<file path="src/hdl/c8_pkg.sv">
// c8_pkg: shared constants and types of the chip-8 instruction core
// no dependencies
`default_nettype none
package c8_pkg;
   localparam int MEM_BYTES      = 4096;
   localparam int PROGRAM_START  = 512;
   localparam int DISPLAY_WIDTH  = 64;
   localparam int DISPLAY_HEIGHT = 32;
   localparam int GLYPH_BYTES    = 5;
   localparam int STACK_DEPTH    = 16;
   localparam int MEM_AW = $clog2(MEM_BYTES);
   localparam int ROW_AW = $clog2(DISPLAY_HEIGHT);
   localparam int COL_AW = $clog2(DISPLAY_WIDTH);
   localparam int SP_W   = $clog2(STACK_DEPTH);
   localparam logic [7:0] RND_RESET = 8'd111;

   localparam logic [1:0] FUNC_WRITE = 2'd0;
   localparam logic [1:0] FUNC_EXEC  = 2'd1;
   localparam logic [1:0] FUNC_READ  = 2'd2;

   typedef enum logic [4:0] {
      OP_NONE, OP_MEMWR, OP_FETCH_HI, OP_FETCH_LO, OP_DECODE, OP_ROWRD, OP_CLR_ROW,
      OP_SPR_RD, OP_SPR_FRD, OP_SPR_WR, OP_BCD_WR, OP_STR_WR, OP_LD_RD, OP_LD_WR,
      OP_RET_RD, OP_RET_WR, OP_LOAD_PC
   } cmd_op_type;

   typedef struct packed {
      cmd_op_type op;
      logic [3:0] cnt;
   } cmd_type;

   typedef struct packed {
      logic [15:0] opcode;
      logic        multi;
      logic [3:0]  steps;
      logic        key_wait;
   } status_type;
endpackage
`default_nettype wire

</file>
<file path="src/hdl/c8_controller.sv">
// c8_controller: sequencing state machine of the chip-8 instruction core
// depends on c8_pkg
`default_nettype none
module c8_controller (
   input  wire logic               clock,
   input  wire logic               reset,
   input  wire logic               req_valid,
   output logic                    req_ready,
   input  wire logic [1:0]         req_func,
   output logic                    rsp_valid,
   input  wire logic               rsp_ready,
   input  wire c8_pkg::status_type status,
   output c8_pkg::cmd_type         cmd,
   output logic [1:0]              func
);
   import c8_pkg::*;

   typedef enum logic [3:0] {
      S_IDLE, S_FETCH_LO, S_DECODE, S_DISPATCH, S_RET, S_SPR_RD, S_SPR_FRD, S_SPR_WR,
      S_BCD, S_STR, S_LD_RD, S_LD_WR, S_READ, S_DONE
   } state_type;

   state_type state_ff, state_in;
   logic [3:0] cnt_ff, cnt_in;
   logic [1:0] func_ff, func_in;
   logic rsp_ff, rsp_in;

   assign req_ready = (state_ff == S_IDLE) && (!rsp_ff || rsp_ready);
   assign rsp_valid = rsp_ff;
   assign func      = func_ff;

   always_comb begin
      state_in = state_ff; cnt_in = cnt_ff; func_in = func_ff; rsp_in = rsp_ff;
      cmd.op = OP_NONE; cmd.cnt = cnt_ff;
      if (rsp_ff && rsp_ready) rsp_in = 1'b0;
      case (state_ff)
         S_IDLE: begin
            if (req_valid && req_ready) begin
               func_in = req_func; cnt_in = 4'd0;
               case (req_func)
                  FUNC_WRITE: begin cmd.op = OP_MEMWR; rsp_in = 1'b1; end
                  FUNC_EXEC:  begin cmd.op = OP_FETCH_HI; state_in = S_FETCH_LO; end
                  FUNC_READ:  begin cmd.op = OP_ROWRD; state_in = S_READ; end
                  default:    begin cmd.op = OP_ROWRD; state_in = S_READ; end
               endcase
            end
         end
         S_READ: begin cmd.op = OP_LOAD_PC; state_in = S_DONE; end
         S_FETCH_LO: begin cmd.op = OP_FETCH_LO; state_in = S_DECODE; end
         S_DECODE: begin cmd.op = OP_DECODE; state_in = S_DISPATCH; end
         S_DISPATCH: begin
            cnt_in = 4'd0;
            if (!status.multi) begin cmd.op = OP_NONE; state_in = S_DONE; end
            else if (status.opcode == 16'h00E0) begin cmd.op = OP_CLR_ROW; state_in = S_DONE; end
            else if (status.opcode == 16'h00EE) state_in = S_RET;
            else if (status.opcode[15:12] == 4'hD) state_in = S_SPR_RD;
            else if (status.opcode[7:0] == 8'h33) state_in = S_BCD;
            else if (status.opcode[7:0] == 8'h55) state_in = S_STR;
            else state_in = S_LD_RD;
         end
         S_RET: begin cmd.op = OP_RET_WR; state_in = S_DONE; end
         S_SPR_RD: begin cmd.op = OP_SPR_RD; state_in = S_SPR_FRD; end
         S_SPR_FRD: begin cmd.op = OP_SPR_FRD; state_in = S_SPR_WR; end
         S_SPR_WR: begin
            cmd.op = OP_SPR_WR;
            if (cnt_ff == status.steps) state_in = S_DONE;
            else begin cnt_in = cnt_ff + 4'd1; state_in = S_SPR_RD; end
         end
         S_BCD, S_STR: begin
            cmd.op = (state_ff == S_BCD) ? OP_BCD_WR : OP_STR_WR;
            if (cnt_ff == status.steps) state_in = S_DONE;
            else cnt_in = cnt_ff + 4'd1;
         end
         S_LD_RD: begin cmd.op = OP_LD_RD; state_in = S_LD_WR; end
         S_LD_WR: begin
            cmd.op = OP_LD_WR;
            if (cnt_ff == status.steps) state_in = S_DONE;
            else begin cnt_in = cnt_ff + 4'd1; state_in = S_LD_RD; end
         end
         S_DONE: begin rsp_in = 1'b1; state_in = S_IDLE; end
         default: state_in = S_IDLE;
      endcase
   end

   always_ff @(posedge clock) begin
      if (reset) begin
         state_ff <= S_IDLE; cnt_ff <= 4'd0; func_ff <= FUNC_WRITE; rsp_ff <= 1'b0;
      end else begin
         state_ff <= state_in; cnt_ff <= cnt_in; func_ff <= func_in; rsp_ff <= rsp_in;
      end
   end
endmodule
`default_nettype wire

</file>
<file path="config.mk">
export PLATFORM = sky130hd
export DESIGN_NAME = c8_controller
export DESIGN_NICKNAME = d
export VERILOG_FILES = /design/src/hdl/c8_pkg.sv /design/src/hdl/c8_controller.sv
export SDC_FILE = /design/constraint.sdc
export NUM_CORES = 1
export LEC_CHECK = 0
export ABC_AREA = 0
export BUFFER_PORTS_ARGS = -buffer_cell sky130_fd_sc_hd__clkbuf_2
export CORE_UTILIZATION = 48
export CTS_BUF_LIST = sky130_fd_sc_hd__clkbuf_4 sky130_fd_sc_hd__clkbuf_8 sky130_fd_sc_hd__clkbuf_16
export CTS_CLUSTER_DIAMETER = 100
export DETAILED_ROUTE_END_ITERATION = 7
export PLACE_DENSITY = 0.89
export RECOVER_POWER = 100
export SETUP_SLACK_MARGIN = 0.4
export SLEW_MARGIN = 15
export SYNTH_ARGS = -nofsm -noshare
export SYNTH_HDL_FRONTEND = slang
export SYNTH_SLANG_ARGS = --single-unit
</file>
<file path="constraint.sdc">
create_clock -name clock -period 1.94 [get_ports clock]
set_input_delay 0.388 -clock clock [delete_from_list [all_inputs] [get_ports clock]]
set_output_delay 0.388 -clock clock [all_outputs]
set_load 0.02 [all_outputs]
</file>
# Word level (Yosys, flattened, before mapping)
# Index checks and enable logic that the tools add are counted.
dict set report totals {
  latchBits 0
  in_bits 28
  mem_count 0
  output_inout_bits 13
  ram_bits 0
  word_cells 68
  register_bits 11
  mem_bits_ro 0
}
dict set report classes {
  n_shift 0
  n_bitwise 0
  n_addsub 1
  div_mod_pow 0
  n_lt_le_gt_ge 0
  reduce_logical 14
  n_eq_ne 24
  mux 25
  multipliers 0
}
# op count
set ops {}
lappend ops {{5-bit one-hot mux with 12 select lines} 1}
lappend ops {{4-bit one-hot mux with 11 select lines} 1}
lappend ops {{4-bit two-way mux} 9}
lappend ops {{16-bit by 8-bit equality test with 1-bit output, second input constant} 2}
lappend ops {{4-bit equality test, second input constant} 7}
lappend ops {{4-bit by 3-bit equality test with 1-bit output, second input constant} 4}
lappend ops {{3-bit two-way mux} 4}
lappend ops {{4-bit one-hot mux with 3 select lines} 1}
lappend ops {{4-bit by 2-bit equality test with 1-bit output, second input constant} 2}
lappend ops {{8-bit by 6-bit equality test with 1-bit output, second input constant} 1}
lappend ops {{8-bit by 7-bit equality test with 1-bit output, second input constant} 1}
lappend ops {{4-bit one-hot mux with 2 select lines} 1}
lappend ops {{2-bit inequality test, second input constant} 3}
lappend ops {{3-bit one-hot mux with 2 select lines} 1}
lappend ops {{3-bit AND reduction} 2}
lappend ops {{4-bit by 1-bit adder with 4-bit output, second input constant} 1}
lappend ops {{4-bit by 1-bit equality test with 1-bit output, second input constant} 1}
lappend ops {{4-bit equality test} 1}
lappend ops {{4-bit logical NOT} 1}
lappend ops {{1-bit two-way mux} 4}
lappend ops {{2-bit two-way mux} 2}
lappend ops {{2-bit OR reduction} 2}
lappend ops {{4-bit OR reduction} 1}
lappend ops {{1-bit logical AND} 3}
lappend ops {{other kinds (8)} 8}

# Longest topological paths before layout
# Gate-level depths: netlist of the first run.
dict set report depth {
  depth_word 8
  ltp_mapped 7
}

# Least setup slack after synthesis of the first run
# OpenSTA, ideal clock, no wires.
dict set report synth_timing {
  kind {in2out}
  from {input rsp_ready}
  to {output cmd[5] (netlist bit)}
  t_required_ns 1.552
  path_buffers 1
  stages 6
  path_slack_ns 0.093
  arrival_time_ns 1.459
  path_cell_list {nand2b_1 -> and3_1 -> buf_2 -> a211oi_1 -> nor3_1 -> or2_2}
}
# element line
set synth_lines {}
lappend synth_lines {{from (decl)} c8_controller.sv:11} ;# input wire logic rsp_ready,
lappend synth_lines {{to (decl)} c8_controller.sv:13} ;# output c8_pkg::cmd_type cmd,

==> flow_metrics.env, run 1 <==
export IMPL_grt_antenna_before_repair=0
export IMPL_yosys_area_top_type_share=0.217
export IMPL_whs_ns=0.468
export IMPL_hpwl_mm=2.35
export IMPL_syn_nets=168
export IMPL_vias=1504
export IMPL_drive_gt1_frac=0.518
export IMPL_clk_path_buf_depth=2
export IMPL_ys_top_cells_by_area="dfxtp_1, nand2_1, nand2b_1, nor4bb_1, nor2_1"
export IMPL_finalCritPeriodShare=1.07
export IMPL_drtIter0Drc=129
export IMPL_met2RoutedLength_mm=2.27
export IMPL_cts_root_buffer="clkbuf_4"
export IMPL_grt_use_total=0.378
export IMPL_fin_nets=229
export IMPL_final_min_clock_period_ns=2.07
export IMPL_timing_max_cap_violations=0
export IMPL_wirelength_mm=4.71
export IMPL_ios=41
export IMPL_detail_route_antenna_nets=0
export IMPL_outcome="finished, violations left"
export IMPL_yosysUniqueCellTypes=46
export IMPL_rr_worst_depth=6
export IMPL_grt_pass1_vias=1344
export IMPL_cp_end_kind="output pin"
export IMPL_worst_clock_skew_ns=0.000822
export IMPL_final_cell_mix="clkbuf_2, buf_4, nand2_1, buf_6, nor2_1"
export IMPL_internal_power_mw=1.42
export IMPL_p_leak_nw=0.725
export IMPL_violations="negative setup slack"
export IMPL_switching_share=0.444
export IMPL_cts_tree="done"
export IMPL_tightestPinTransition_ns=0.440
export IMPL_insertedDiodeCount=0
export IMPL_drc=0
export IMPL_yosysTopAreaCell="dfxtp_1"
export IMPL_cp_arrival_ns=1.68
export IMPL_rr_startpoint="state_ff[1]"
export IMPL_critical_path_class="flip-flop to output pin"
export IMPL_worstSetupStartpointType="flip-flop"
export IMPL_fp_dieH_um=48.0
export IMPL_fmax_ghz=0.482
export IMPL_crit_start="state_ff[1]"
export IMPL_place_congestion=0.862
export IMPL_slew_headroom=0.703
export IMPL_grt_pass1_wl_mm=6.00
export IMPL_multiInputGateArea_um2=907
export IMPL_hold_depth=3
export IMPL_h_tree_depth=1
export IMPL_avgRoutedWirePerCell_um=20.9
export IMPL_synth_ff_type="dfxtp_1"
export IMPL_portBuffers=39
export IMPL_final_max_slew_viol_count=0
export IMPL_ir_drop_mv=0.949
export IMPL_fill_cells=97
export IMPL_comb_power_share=0.789
export IMPL_cts_made_buffers=3
export IMPL_avgSynthCellArea_um2=7.31
export IMPL_core_area_um2=1980
export IMPL_power_density_nw_per_um2=1480
export IMPL_clk_pin_slew_worst_paths_ns=0.07
export IMPL_clock_latency_ns=0.26
export IMPL_wl_met1_mm=1.70
export IMPL_ys_warnings_count=0
export IMPL_pwr_share_seq=0.148
export IMPL_dp_cells=208
export IMPL_dr_wl_met3_um=388
export IMPL_hold_violations=0
export IMPL_avgViaCountPerCell=6.65
export IMPL_start_util=0.513
export IMPL_hp_start="req_func[0]"
export IMPL_dieArea_um2=2300
export IMPL_cts_sinks=11
export IMPL_power_frac_clock=0.063
export IMPL_setup_viol=4
export IMPL_synth_area_um2=1020
export IMPL_hold_class="primary input to flip-flop"
export IMPL_overflow=0
export IMPL_dr_pass1_iters=5
export IMPL_core_rowCount=16
export IMPL_rsz0062_at_grt="yes"
export IMPL_syn_instance_count=139
export IMPL_synth_edf_count=0
export IMPL_ys_seq_elements=11
export IMPL_layout_setup_ws_ns=-0.133
export IMPL_mostFrequentLayoutCell="clkbuf_2"
export IMPL_area_growth_pct=70.0
export IMPL_async_flop_share=0
export IMPL_required_ns=1.55
export IMPL_grt_max_degree=14
export IMPL_stdcell_count=226
export IMPL_ys_seq_area_frac=0.217
export IMPL_cp_max_fo=3
export IMPL_register_area_um2=238
export IMPL_top_layer="met4"
export IMPL_die_width_um=48.0
export IMPL_power_switching_mw=1.13
-- path summary, 6_finish.rpt --
| kind | endpoint | slack [ns] |
|---|---|---|
| setup / recovery | cmd[5] | -0.13 |
| hold / removal | func[0] | 0.47 |
| setup reg to reg | cnt_ff[3] | -0.05 |
| hold reg to reg | cnt_ff[0] | 0.53 |
-- layer usage --
layer / GRT usage / up-vias
met5: 0 / -
met1: 0.413 / 682
met3: 0.102 / 49
met4: 0.239 / 0
li1: - / 641
met2: 0.643 / 132
-- what timing repair did --
action,4_1_cts,5_1_grt
hold endpoints to repair,0,0
buffers inserted,13,1
hold buffers,0,0
pin swaps,15,9
endpoints found under the setup margin,13,16
resized for setup,47,25
-- area by class of cell --
type / count / area share
clock buffer: 4 / 0.0174
timing repair buffer: 65 / 0.286
tap: 27 / 0.0196
multi-input combinational: 116 / 0.525
inverter: 3 / 0.0138
sequential: 11 / 0.138
-- power by group through the flow --
stage	registers [mW]	logic (mW)	clock network, mW
2_1_floorplan	0.352	0.809	0
3_3_place_gp	0.350	1.07	0
3_5_place_dp	0.356	1.12	0
4_1_cts	0.353	1.68	0.167
5_1_grt	0.378	2.10	0.179
6_report	0.376	2.01	0.162
-- cells by family after synthesis --
logic type               synth area share
buffers and inverters              0.0579
AND/OR/NAND/NOR                     0.410
XOR/XNOR                           0.0345
AO/OA/AOI/OAI                       0.249
flip-flops                          0.217
multiplexers                       0.0197
adder cells (fa/ha/maj)            0.0123
-- Yosys cell counts (all sizes together), types with 3 or more instances --
cell type and number:
nor2 12, xnor2 4, clkbuf 4, nand2b 9
nand3 6, a21oi 7, a31oi 3, o21ai 6
nor2b 4, dfxtp 11, nand2 15, buf 5
nor4bb 5, nor3 5, inv 3
-- flip-flops by register name, indices dropped and copies added, names as in the netlist --
register,count
rsp_valid,1
state_ff,4
func,2
cnt_ff,4
-- through the flow --
step                      setup WS, ns  setup TNS [ns]  area (um2)  power (mW)   util
after CTS                       -0.110          -0.110        1640        2.19  0.826
after global placement          0.0592               0        1320        1.42  0.667
after floorplan                  0.230               0        1060        1.16      -
after global routing            -0.161          -0.422        1730        2.66  0.871
final                           -0.133          -0.307        1730        2.55  0.871
after detailed placement        0.0447               0        1320        1.47  0.667
-- worst max-delay path, cell delays in order, from the launching register on --
cell      delay (ns)
dfxtp_4         0.37
nor4_4          0.35
and3_4          0.25
a211oi_2        0.07
nor3_2          0.13
or2_4           0.16
buf_8           0.10
Power figures use the tool's default switching activity.
==> run 2: changes to the inputs <==
Settings changed: CTS_BUF_LIST sky130_fd_sc_hd__clkbuf_4 sky130_fd_sc_hd__clkbuf_8 sky130_fd_sc_hd__clkbuf_16 to sky130_fd_sc_hd__clkbuf_16, GPL_ROUTABILITY_DRIVEN from default to 0.
==> flow_metrics.env, run 2 (synthesis results as in run 1) <==
export IMPL_slew_headroom=0.658
export IMPL_required_ns=1.55
export IMPL_grt_use_total=0.395
export IMPL_dr_pass1_iters=6
export IMPL_cp_max_fo=6
export IMPL_tightestPinTransition_ns=0.506
export IMPL_rsz0062_at_grt="yes"
export IMPL_outcome="finished, violations left"
export IMPL_fp_dieH_um=48.0
export IMPL_holdPathEnd="func[0]"
export IMPL_cts_sinks=11
export IMPL_worstSetupStartpointType="flip-flop"
export IMPL_rr_worst_depth=10
export IMPL_cp_end_kind="output pin"
export IMPL_grt_pass1_wl_mm=6.20
export IMPL_hpwl_mm=2.37
export IMPL_clk_path_buf_depth=2
export IMPL_hold_violations=0
export IMPL_grt_pass1_vias=1317
export IMPL_hp_start="req_func[0]"
export IMPL_power_density_nw_per_um2=1580
export IMPL_avgViaCountPerCell=7.06
export IMPL_dieArea_um2=2300
export IMPL_finalCritPeriodShare=1.07
export IMPL_p_leak_nw=0.787
export IMPL_clk_pin_slew_worst_paths_ns=0.04
export IMPL_fmax_ghz=0.482
export IMPL_hold_depth=3
export IMPL_fin_nets=235
export IMPL_start_util=0.513
export IMPL_worst_clock_skew_ns=0.00137
export IMPL_cts_tree="done"
export IMPL_vias=1637
export IMPL_stdcell_count=232
export IMPL_rr_endpoint="state_ff[0]"
export IMPL_core_area_um2=1980
export IMPL_cts_made_buffers=3
export IMPL_clock_latency_ns=0.24
export IMPL_ios=41
export IMPL_grt_max_degree=14
export IMPL_cp_arrival_ns=1.69
export IMPL_area_growth_pct=80.5
export IMPL_ir_drop_mv=1.24
export IMPL_final_min_clock_period_ns=2.07
export IMPL_timing_max_cap_violations=0
export IMPL_dp_cells=208
export IMPL_rr_startpoint="state_ff[3]"
export IMPL_final_cell_mix="clkbuf_2, buf_4, buf_6, nand2_1"
export IMPL_final_util=0.926
export IMPL_wirelength_mm=5.69
export IMPL_portBuffers=39
export IMPL_h_tree_depth=1
export IMPL_r2r_slack_ns=-0.08
export IMPL_die_width_um=48.0
export IMPL_insertedDiodeCount=0
export IMPL_mostFrequentLayoutCell="clkbuf_2"
export IMPL_avgRoutedWirePerCell_um=24.5
export IMPL_grt_antenna_before_repair=0
export IMPL_overflow=0
export IMPL_layout_setup_ws_ns=-0.135
export IMPL_detail_route_antenna_nets=0
export IMPL_cts_root_buffer="clkbuf_16"
export IMPL_drtIter0Drc=134
export IMPL_final_max_slew_viol_count=0
export IMPL_drive_gt1_frac=0.532
export IMPL_critical_path_class="flip-flop to output pin"
export IMPL_core_rowCount=16
export IMPL_whs_ns=0.545
export IMPL_drc=0
export IMPL_setup_viol=11
export IMPL_violations="negative setup slack"
export IMPL_hold_class="primary input to flip-flop"
export IMPL_setup_tns_ns=-0.776
==> run 2: worst max path at each step <==
stage	from	endpoint	slack, ns	cells after the start
after CTS	state_ff[0]	cmd[5]	-0.08	6
after detailed placement	status[14]	cmd[6]	-0.003	7
final	state_ff[3]	cmd[6]	-0.13	6
after global routing	state_ff[3]	cmd[6]	-0.17	6
after floorplan	rsp_ready	cmd[5]	0.23	6
after global placement	status[14]	cmd[6]	0.06	7
==> run 2: report_power, final <==
group,leakage [nW],switching (mW),internal (mW)
clock network,0.0423,0.107,0.271
registers,0.0930,0.0841,0.296
logic,0.651,1.08,1.07
==> run 2: per-stage QoR <==
| stage | setup slack (ns) | area, um2 | power (mW) |
|---|---|---|---|
| after floorplan | 0.230 | 1060 | 1.16 |
| after global placement | 0.0553 | 1320 | 1.42 |
| after detailed placement | -0.00265 | 1320 | 1.47 |
| after CTS | -0.0778 | 1610 | 2.26 |
| after global routing | -0.169 | 1830 | 3.00 |
| final | -0.135 | 1830 | 2.91 |
==> run 2: routing by layer <==
layer | global-route usage | up-vias | routed length [um]
li1 | - | 656 | -
met1 | 0.436 | 710 | 1850
met3 | 0.102 | 68 | 666
met5 | 0 | - | 0
met4 | 0.267 | 0 | 498
met2 | 0.659 | 203 | 2670
==> run 2: layout make-up <==
cell class / count / area [um2]
well taps: 27 / 33.8
clock buffers: 3 / 75.1
clock inverters: 1 / 3.75
fillers: 76 / 148
flip-flops and latches: 11 / 235
inverters: 3 / 12.5
multi-input cells: 116 / 925
repair buffers: 71 / 549
==> run 2: timing repair <==
item / 4_1_cts / 5_1_grt
resized for setup: 37 / 41
setup endpoints to repair: 12 / 15
pin swaps: 10 / 17
buffers inserted: 7 / 13
hold buffers: 0 / 0
==> run 2: worst max-delay path, cell delays in order, from the launching register on <==
cell	delay (ns)
dfxtp_4	0.36
buf_6	0.13
buf_8	0.12
clkinvlp_2	0.23
nand2_1	0.11
a221o_1	0.35
clkbuf_8	0.16
